==> config.mk <==
export PLATFORM = sky130hd
export DESIGN_NAME = hlbc_mod_unit
export DESIGN_NICKNAME = d
export VERILOG_FILES = /design/src/hdl/hlbc_pkg.sv /design/src/hdl/hlbc_mod_unit.sv
export SDC_FILE = /design/constraint.sdc
export NUM_CORES = 1
export LEC_CHECK = 0
export BUFFER_PORTS_ARGS = -buffer_cell sky130_fd_sc_hd__buf_2
export CAP_MARGIN = 25
export CORE_UTILIZATION = 52
export CTS_CLUSTER_SIZE = 30
export DETAILED_ROUTE_END_ITERATION = 16
export PLACE_DENSITY = 0.76
export SLEW_MARGIN = 10
export SYNTH_ARGS = -nofsm -noshare
export SYNTH_HDL_FRONTEND = slang
export SYNTH_SLANG_ARGS = --single-unit
==> constraint.sdc <==
create_clock -name clk_i -period 3.14 [get_ports clk_i]
set_input_delay 0.314 -clock clk_i [delete_from_list [all_inputs] [get_ports clk_i]]
set_output_delay 0.314 -clock clk_i [all_outputs]
set_load 0.05 [all_outputs]
==> src/hdl/hlbc_pkg.sv <==
package hlbc_pkg;

  localparam int SLOT_COUNT_DEF   = 32;
  localparam int BUCKET_COUNT_DEF = 13;

  localparam int BLOCK_W  = 32;
  localparam int DIGIT_W  = 4;
  localparam int DIGITS   = BLOCK_W / DIGIT_W;
  localparam int SLOT_W   = 5;
  localparam int DEV_W    = 8;
  localparam int CNT_W    = 8;

  localparam logic [CNT_W-1:0] CNT_MAX = {CNT_W{1'b1}};

  typedef enum logic [1:0] {
    CMD_GET     = 2'd0,
    CMD_RELEASE = 2'd1,
    CMD_PIN     = 2'd2,
    CMD_UNPIN   = 2'd3
  } cmd_e;

  typedef enum logic [1:0] {
    ST_OK        = 2'd0,
    ST_NO_FREE   = 2'd1,
    ST_UNDERFLOW = 2'd2
  } status_e;

endpackage

==> src/hdl/hlbc_mod_unit.sv <==
module hlbc_mod_unit
  import hlbc_pkg::*;
#(
  parameter int BUCKET_COUNT = BUCKET_COUNT_DEF,
  parameter int BIW          = (BUCKET_COUNT > 1) ? $clog2(BUCKET_COUNT) : 1
) (
  input  logic               clk_i,
  input  logic               rst_ni,
  input  logic               start_i,
  input  logic [BLOCK_W-1:0] value_i,
  output logic               done_o,
  output logic [BIW-1:0]     residue_o
);

  localparam int VW = BIW + DIGIT_W + 1;
  localparam int CW = $clog2(DIGITS + 1);

  localparam logic [VW-1:0] B1 = VW'(BUCKET_COUNT);
  localparam logic [VW-1:0] B2 = VW'(BUCKET_COUNT * 2);
  localparam logic [VW-1:0] B4 = VW'(BUCKET_COUNT * 4);
  localparam logic [VW-1:0] B8 = VW'(BUCKET_COUNT * 8);

  logic [CW-1:0]      cnt_q;
  logic [BLOCK_W-1:0] sh_q;
  logic [BIW-1:0]     r_q;
  logic               busy_q;
  logic               done_q;
  logic [VW-1:0]      v0, v1, v2, v3, v4;

  always_comb begin
    v0 = {1'b0, r_q, sh_q[BLOCK_W-1 -: DIGIT_W]};
    v1 = (v0 >= B8) ? v0 - B8 : v0;
    v2 = (v1 >= B4) ? v1 - B4 : v1;
    v3 = (v2 >= B2) ? v2 - B2 : v2;
    v4 = (v3 >= B1) ? v3 - B1 : v3;
  end

  always_ff @(posedge clk_i or negedge rst_ni) begin
    if (!rst_ni) begin
      cnt_q  <= '0;
      busy_q <= 1'b0;
      done_q <= 1'b0;
      r_q    <= '0;
      sh_q   <= '0;
    end else begin
      done_q <= 1'b0;
      if (start_i) begin
        busy_q <= 1'b1;
        cnt_q  <= '0;
        r_q    <= '0;
        sh_q   <= value_i;
      end else if (busy_q) begin
        r_q  <= v4[BIW-1:0];
        sh_q <= sh_q << DIGIT_W;
        cnt_q <= cnt_q + 1'b1;
        if (cnt_q == CW'(DIGITS - 1)) begin
          busy_q <= 1'b0;
          done_q <= 1'b1;
        end
      end
    end
  end

  assign done_o    = done_q;
  assign residue_o = r_q;

endmodule

==> results.toml, run 1 <==
[pwr]
power.total_uw = 2930
power_switching_uw = 1230
p_comb_share_pct = 59.1
seqPwrFrac_pct = 23.5
irDropWorstVdd_uv = 499
p_per_area_mw_per_mm2 = 869
intPower_uw = 1710
power_frac_clock_pct = 17.5
power.leakage_uw = 0.00163
switching_share_pct = 41.8

[floorplanning]
ios = 40
rows = 26
fp.dieW_um = 76.1
start_util_pct = 54.8
core-area_sq_mm = 0.00520
die_area_sq_mm = 0.00579
die_h_um = 76.1

[grt]
grt_max_degree = 76
grt_pass1_vias = 2199
grt_pass1_wl_um = 10100
grt.total_usage_pct = 21.6
antenna_found_initial = 0
grt-ovfl-total = 0

[detailed_routing]
ant_nets = 0
via_per_inst = 5.58
drt_iter0_drc = 86
wirelength_um = 6180
wl_per_cell_um = 14.3
vias = 2415
first_pass_iters = 4
drc_errors = 0

[cts]
cts_inserted_buffers = 5
cts_root_buf = "clkbuf_8"
cts.sinks = 42
htreeDepth = 2
cts_tree = "built"
clockBufferDepth = 2
path_clk_slew_ns = 0.09
clk_latency_ns = 0.30

[sta]
tns_ns = 0
worst_slew_pin_slew_ns = 0.611
slew_violations = 0
fmax_ghz = 0.337
fin_ws_ns = 0.169
finalSetupViolations = 0
slew_headroom_pct = 59.3
finalCriticalPeriod_ns = 2.97
hold_violations = 0
fin_crit_sh_pct = 94.6
clock_skew_ns = 0.0109

[synthesis]
syn-mean-instance-area_sq_um = 8.89
synth_cell_types = 62
ys.flop_type = "dfrtp_1"
synth_fp_nets = 358
syn_area_sq_mm = 0.00285
yosysWarnings = 0
seq_area_frac_synth_pct = 36.8
synth-async-reset-ratio_pct = 100
syn-instance-count = 321
synth_edf_count = 0
ys_seq_elements = 42

[min_path]
hp-class = "input pin to register"

[worst_setup_path]
critPathCaptureType = "register"
cp_data_arrival_time_ns = 3.18
criticalPathCategory = "register to register"
critical-path-slowest-cell = "dfrtp_2"
slowest_delay_ns = 0.47
required_ns = 3.35
cp_max_fo = 7
start_kind = "register"
path_cells = "inv_2, ha_4, nand2b_4, a311o_1, and2_1, buf_4, a21oi_1, o211a_1, mux2_2, a21o_1, a31oi_1, xnor2_1, a211oi_2"
crit_buf_inv = 2
cp_top_family = "compound AO/OA/AOI/OAI gates"

[placed_design]
place_inst = 417
io_buffer_count = 39
gp_congestion = 0.902
place_ws_ns = 0.0880
placed_cell_area_sq_mm = 0.00311
hpwl_um = 4140

[outcome]
status = "finished, final reports clean"

[finish]
regArea_sq_mm = 0.00105
multi_input_comb_area_sq_mm = 0.00170
fillCellCount = 454
final_cells = 433
n_antenna_cell = 0
area_growth_pct = 18.2
fin_nets = 399
final_area_sq_mm = 0.00337
drive_gt1_share_pct = 27.0

[run]
maxCapViolCount = 0
## cells in the final DEF, fill, tap and decap left out, types with 2 or more instances in the layout
master / n
nor2_1: 24
nor3_4: 2
o31ai_1: 2
a211oi_2: 3
a211oi_1: 2
xor2_1: 2
buf_12: 2
a31oi_1: 4
nor4_2: 3
nor3_1: 2
clkbuf_8: 5
nand2b_1: 8
mux2i_1: 34
a21o_1: 2
nand3_1: 7
a21oi_1: 9
dfrtp_1: 40
o21ai_0: 39
inv_1: 3
nand4_1: 3
nor2b_1: 4
buf_4: 17
nor2_4: 2
nand2_1: 46
buf_2: 39
o21ai_2: 2
o22ai_1: 5
a22o_1: 2
xnor2_1: 7
bufinv_16: 2
nand3b_1: 2
inv_2: 2
dfrtp_2: 2
## cells in the mapped netlist (3+ instances only)
cell type	count	share of area, %
xnor2_1	7	2.1
nand4_1	3	0.66
nor2b_1	4	0.88
buf_6	6	2.4
mux2i_1	34	12
dfrtp_1	42	37
nor4_2	3	1.3
nand2_1	46	6.1
a31oi_1	4	0.88
nand3_1	8	1.4
nand2b_1	8	1.8
nor2_1	24	3.2
a21oi_1	9	1.6
clkbuf_1	14	1.8
inv_1	4	0.53
o21ai_0	39	6.8
nor2_2	3	0.66
a211oi_1	3	0.79
o22ai_1	5	1.1
## cells by family (layout without fill, tap and decap cells)
family | Yosys count | after routing | synth area share (%)
simple gates | 117 | 117 | 21.3
xor+xnor | 9 | 9 | 2.76
compound gates | 83 | 83 | 18.7
buf+inv | 30 | 72 | 5.87
fa+ha+maj | 3 | 3 | 1.23
flops | 42 | 42 | 36.8
mux | 37 | 37 | 13.3
## worst register-to-register path: stages, from the launching register on
cell and delay (ns):
dfrtp_2 0.47, inv_2 0.09, ha_4 0.18, nand2b_4 0.07
a311o_1 0.37, and2_1 0.22, buf_4 0.17, a21oi_1 0.12
o211a_1 0.16, mux2_2 0.33, a21o_1 0.20, a31oi_1 0.22
xnor2_1 0.10, a211oi_2 0.21
## flip-flops by register name (all words and copies together), names as in the netlist
register and count:
sh_q 32, cnt_q 4, residue_o 4, busy_q 1, done_o 1
## power by group through the flow
stage	Clock (uW)	Combinational (uW)	Sequential, uW
after floorplan	0	1280	735
after global placement	0	1540	697
after detailed placement	0	1550	699
after CTS	518	1560	689
after global routing	545	1880	698
final	512	1730	688
## timing repair
action,4_1_cts,5_1_grt
resized for setup,0,8
setup endpoints to repair,0,4
endpoints found under the hold margin,0,5
setup buffers,0,5
hold buffers,0,1
## path summary, 6_finish.rpt
check	from	to	slack (ns)	cells after the start
worst max-delay path	residue_o[0]	residue_o[1]	0.17	13
worst min-delay path	value_i[0]	sh_q[0]	0.22	3
worst max register to register	residue_o[0]	residue_o[1]	0.17	13
worst min register to register	sh_q[0]	sh_q[0]	0.55	2
max in group asynchronous	rst_ni	residue_o[0]	2.33	3
min in group asynchronous	rst_ni	cnt_q[2]	0.37	2
## cell type report
class / count / share of cell area [%]
multi-input cells: 249 / 50.5
clock buffers: 5 / 2.04
well taps: 70 / 2.60
clock inverters: 3 / 2.04
inverters: 5 / 0.556
flip-flops and latches: 42 / 31.2
repair buffers: 59 / 11.0
## layer usage
metal | up-vias | share of wire (%) | track usage (%)
li1 | 1216 | - | -
met1 | 1137 | 45 | 30.0
met2 | 57 | 49 | 34.2
met3 | 5 | 4.2 | 4.07
met4 | 0 | 1.1 | 7.31
met5 | - | 0 | 0
## per-stage QoR
stage | util, % | hold WS, ns
after floorplan | - | 0.0184
after global placement | 59.7 | 0.500
after detailed placement | 59.7 | 0.503
after CTS | 62.4 | 0.171
after global routing | 64.8 | 0.214
final | 64.8 | 0.215
No activity file was read; power rests on OpenSTA's default activity.
==> run 2, diff against run 1 <==
--- a/config.mk
+++ b/config.mk
@@ -7,10 +7,12 @@
 export LEC_CHECK = 0
 export BUFFER_PORTS_ARGS = -buffer_cell sky130_fd_sc_hd__buf_2
 export CAP_MARGIN = 25
-export CORE_UTILIZATION = 52
+export CELL_PAD_IN_SITES_DETAIL_PLACEMENT = 0
+export CELL_PAD_IN_SITES_GLOBAL_PLACEMENT = 1
+export CORE_UTILIZATION = 39
 export CTS_CLUSTER_SIZE = 30
 export DETAILED_ROUTE_END_ITERATION = 16
-export PLACE_DENSITY = 0.76
+export PLACE_DENSITY_LB_ADDON = 0.1
 export SLEW_MARGIN = 10
 export SYNTH_ARGS = -nofsm -noshare
 export SYNTH_HDL_FRONTEND = slang
==> constraint.sdc (replaced) <==
create_clock -name clk_i -period 2.4 [get_ports clk_i]
set_input_delay 0.24 -clock clk_i [delete_from_list [all_inputs] [get_ports clk_i]]
set_output_delay 0.24 -clock clk_i [all_outputs]
set_load 0.05 [all_outputs]
==> results.toml, run 2 (synthesized netlist as in run 1, its figures left out) <==
[finish]
largest_reg_flops = 32
final_area_sq_mm = 0.00385
area_growth_pct = 34.8
final_cell_mix = "buf_4, nand2_1, dfrtp_1"
final_cells = 505
fin_nets = 445
drive_gt1_share_pct = 38.6
n_antenna_cell = 0
regMostFlops = "sh_q"
fillCellCount = 661
final_common_cell = "buf_4"

[worst_setup_path]
worstSetupEndpoint = "residue_o[3]"
criticalPathCategory = "register to register"
r2r_start = "sh_q[31]"
cp_data_arrival_time_ns = 3.16
reg2reg_to = "residue_o[3]"
start_kind = "register"
critPathCaptureType = "register"
cp_max_fo = 8
ff2ff_setup_slack_ns = -0.56
required_ns = 2.59
critPathLaunch = "sh_q[31]"
r2r_cells = 13

[detailed_routing]
ant_nets = 0
wirelength_um = 7110
via_per_inst = 5.04
first_pass_iters = 4
drc_errors = 0
vias = 2547
drt_iter0_drc = 109
wl_per_cell_um = 14.1

[cts]
path_clk_slew_ns = 0.08
clk_latency_ns = 0.29
htreeDepth = 2
cts.sinks = 42
clockBufferDepth = 2
cts_inserted_buffers = 5
cts_tree = "built"
cts_root_buf = "clkbuf_8"

[outcome]
status = "finished, violations left"
violations = "setup timing"

[grt]
grt_pass1_vias = 2355
grt_pass1_wl_um = 11400
antenna_found_initial = 0
grt-ovfl-total = 0
grt_max_degree = 40
grt.total_usage_pct = 19.2

[floorplanning]
die_area_sq_mm = 0.00766
rows = 30
die_h_um = 87.5
fp.dieW_um = 87.5
ios = 40
start_util_pct = 41.1
core-area_sq_mm = 0.00694

[pwr]
p_comb_share_pct = 69.0
switching_share_pct = 41.3
seqPwrFrac_pct = 19.2
power.leakage_uw = 0.00187
irDropWorstVdd_uv = 443
power.total_uw = 4600
intPower_uw = 2700
power_frac_clock_pct = 11.8
p_per_area_mw_per_mm2 = 1200
power_switching_uw = 1900

[run]
maxCapViolCount = 0

[placed_design]
place_inst = 484
hpwl_um = 5240
gp_congestion = 0.876
placed_cell_area_sq_mm = 0.00347
io_buffer_count = 39

[sta]
finalCriticalPeriod_ns = 2.96
fmax_ghz = 0.337
finalSetupViolations = 4
clock_skew_ns = 0.00611
slew_headroom_pct = 61.4
hold_violations = 0
slew_violations = 0
fin_crit_sh_pct = 123
fin_ws_ns = -0.564
rsz0062_at_grt = "yes"
worst_slew_pin_slew_ns = 0.579

[min_path]
hp-class = "input pin to register"
run 2: worst max-delay path: stages, from the launching register on:
cell and delay, ns:
dfrtp_1 0.39, inv_2 0.07, ha_4 0.19, nand3b_1 0.29, a2bb2oi_4 0.29, nor3_4 0.10, nor2_2 0.16, mux2i_2 0.28
and4b_4 0.35, mux2i_4 0.31, buf_6 0.13, buf_6 0.08, mux2i_1 0.06, a211oi_1 0.19
run 2: power groups by stage:
stage	clock network [uW]	registers [uW]	logic, uW
after floorplan	0	962	1680
after global placement	0	898	2580
after detailed placement	0	899	2570
after CTS	560	883	2840
after global routing	585	897	3430
final	542	884	3170
run 2: stage by stage:
step	hold slack (ns)	util (%)	TNS (ns)	setup WS [ns]
2_1_floorplan	-0.0556	-	-2.56	-0.690
3_3_place_gp	0.276	50.0	-2.31	-0.640
3_5_place_dp	0.275	50.0	-2.47	-0.663
4_1_cts	0.146	53.4	-1.83	-0.466
5_1_grt	0.155	55.4	-2.77	-0.709
6_report	0.152	55.4	-2.19	-0.564
run 2: what timing repair did:
action | 4_1_cts | 5_1_grt
setup buffers | 7 | 6
hold buffers | 1 | 0
gates resized for setup | 14 | 18
cloned | 0 | 0
setup endpoints to repair | 4 | 4
pin swaps | 10 | 15
hold endpoints to repair | 24 | 0
run 2: layout make-up:
| class | count | area [sq um] | area share, % |
|---|---|---|---|
| clock inverters | 3 | 40.0 | 1.04 |
| inverters | 5 | 18.8 | 0.488 |
| clock buffers | 5 | 68.8 | 1.79 |
| multi-input cells | 249 | 1820 | 47.2 |
| repair buffers | 105 | 729 | 19.0 |
| flip-flops and latches | 42 | 1050 | 27.4 |
| well taps | 96 | 120 | 3.12 |
run 2: metal layers:
metal / vias to the layer above / wire (um) / GRT usage, %
met3: 7 / 301 / 2.83
met2: 52 / 2980 / 27.7
met5: - / 0 / 0
li1: 1312 / - / -
met4: 0 / 49 / 4.02
met1: 1176 / 3780 / 30.3
run 2: worst min path at each step:
stage,startpoint,endpoint,slack [ns],depth (start not counted)
floorplan,rst_ni,busy_q,-0.06,0
global placement,rst_ni,cnt_q[2],0.28,1
detailed placement,rst_ni,cnt_q[2],0.27,1
CTS,value_i[9],sh_q[9],0.15,3
global route,value_i[9],sh_q[9],0.16,3
finish,value_i[30],sh_q[30],0.15,3
==> run 3, diff against run 2 <==
--- a/config.mk
+++ b/config.mk
@@ -9,7 +9,8 @@
 export CAP_MARGIN = 25
 export CELL_PAD_IN_SITES_DETAIL_PLACEMENT = 0
 export CELL_PAD_IN_SITES_GLOBAL_PLACEMENT = 1
-export CORE_UTILIZATION = 39
+export CORE_ASPECT_RATIO = 0.6
+export CORE_UTILIZATION = 44
 export CTS_CLUSTER_SIZE = 30
 export DETAILED_ROUTE_END_ITERATION = 16
 export PLACE_DENSITY_LB_ADDON = 0.1
==> constraint.sdc (replaced) <==
create_clock -name clk_i -period 3 [get_ports clk_i]
set_input_delay 0.3 -clock clk_i [delete_from_list [all_inputs] [get_ports clk_i]]
set_output_delay 0.3 -clock clk_i [all_outputs]
set_load 0.05 [all_outputs]
==> results.toml, run 3 (synthesized netlist as in run 1, its figures left out) <==
[cts]
clockBufferDepth = 2
path_clk_slew_ns = 0.08
cts.sinks = 42
cts_tree = "built"
cts_inserted_buffers = 5
clk_latency_ns = 0.30
htreeDepth = 2
cts_root_buf = "clkbuf_8"

[min_path]
whs_path_depth = 3
hp-class = "input pin to register"

[sta]
slew_headroom_pct = 52.9
holdWs_ns = 0.207
finalCriticalPeriod_ns = 3.00
slew_violations = 0
rsz0062_at_grt = "yes"
fin_crit_sh_pct = 100
hold_violations = 0
finalSetupViolations = 0
worst_slew_pin_slew_ns = 0.706
clock_skew_ns = 0.0130
fmax_ghz = 0.333

[worst_setup_path]
start_kind = "register"
cp_max_fo = 8
worstSetupEndpoint = "residue_o[0]"
required_ns = 3.14
criticalPathCategory = "register to register"
r2r_start = "sh_q[31]"
r2r_cells = 14
ff2ff_setup_slack_ns = 0.0003
critPathLaunch = "sh_q[31]"
reg2reg_to = "residue_o[0]"
cp_data_arrival_time_ns = 3.14
critPathCaptureType = "register"

[floorplanning]
rows = 22
core-area_sq_mm = 0.00619
die_h_um = 64.4
start_util_pct = 46.1
ios = 40
die_area_sq_mm = 0.00682
fp.dieW_um = 106

[grt]
grt_pass1_wl_um = 11600
antenna_found_initial = 0
grt_max_degree = 71
grt_pass1_vias = 2227
grt-ovfl-total = 0
grt.total_usage_pct = 22.4

[detailed_routing]
wirelength_um = 7550
wl_per_cell_um = 15.7
via_per_inst = 5.38
drt_iter0_drc = 192
vias = 2592
drc_errors = 0
ant_nets = 0
first_pass_iters = 4

[outcome]
status = "finished, final reports clean"

[placed_design]
hpwl_um = 5270
place_inst = 460
io_buffer_count = 39
gp_congestion = 0.984

[finish]
final_cell_mix = "nand2_1, buf_4, dfrtp_1"
fin_nets = 434
largest_reg_flops = 32
drive_gt1_share_pct = 37.2
fillCellCount = 549
final_common_cell = "nand2_1"
final_cells = 482
regMostFlops = "sh_q"
area_growth_pct = 33.3
n_antenna_cell = 0

[pwr]
p_per_area_mw_per_mm2 = 975
power.leakage_uw = 0.00185
irDropWorstVdd_uv = 420

[run]
maxCapViolCount = 0
[run 3: changes by cell type in the layout (fill, tap and decap cells not counted), moves of 3 or more]
cell,change
o21ai_1,-3
buf_4,-16
buf_6,+3
o21ai_0,+3
[run 3: where the power goes]
part,switching [uW],internal (uW)
registers,56.4,634
logic,1330,1250
clock network,195,249
total,1580,2130
[run 3: how the worst min path moves through the flow]
stage	to	slack, ns	from
6_report	sh_q[0]	0.21	value_i[0]
5_1_grt	sh_q[15]	0.20	value_i[15]
4_1_cts	residue_o[2]	0.17	rst_ni
3_5_place_dp	done_o	0.49	rst_ni
3_3_place_gp	done_o	0.49	rst_ni
2_1_floorplan	busy_q	0.004	rst_ni
[run 3: final cells by class]
cell class / count / area [sq um] / area share [%]
Multi-Input combinational cell: 249 / 1830 / 48.1
Tap cell: 84 / 105 / 2.76
Clock inverter: 1 / 30.0 / 0.789
Inverter: 5 / 18.8 / 0.493
Clock buffer: 7 / 76.3 / 2.01
Sequential cell: 42 / 1050 / 27.7
Timing Repair Buffer: 94 / 691 / 18.2
[run 3: what timing repair did]
action / CTS / global route
setup buffers: 2 / 9
cloned: 0 / 0
hold endpoints to repair: 0 / 12
resized for setup: 4 / 32
hold buffers: 0 / 1
setup endpoints to repair: 3 / 4
pin swaps: 4 / 12
[run 3: per-stage QoR]
step	worst slack (ns)	setup TNS (ns)	instance area [sq um]	util [%]	total power, uW
global route	-0.107	-0.371	3800	61.4	3930
global placement	-0.0908	-0.119	3360	54.2	2670
finish	0.000332	0	3800	61.4	3710
floorplan	-0.105	-0.335	2880	-	2100
CTS	0.0106	0	3500	56.4	3190
detailed placement	-0.0957	-0.187	3360	54.2	2680
[run 3: worst max-delay path: stages, from the launching register on]
cell and delay, ns:
dfrtp_1 0.39, inv_2 0.08, ha_4 0.15, nand2b_4 0.07, buf_6 0.11, a311o_1 0.32, and2_4 0.20, buf_6 0.13
and3_4 0.18, nor3_4 0.13, and4b_4 0.33, mux2i_4 0.34, nand3_2 0.16, xnor2_2 0.17, o22ai_1 0.10
[run 3: per-layer routing]
metal | vias up | GRT usage, % | routed length, um | part of all wire [%]
met3 | 7 | 8.06 | 651 | 8.6
met1 | 1214 | 37.3 | 4000 | 53
met5 | - | 0 | 0 | 0
li1 | 1288 | - | - | -
met4 | 0 | 2.08 | 41 | 0.54
met2 | 83 | 26.8 | 2860 | 38
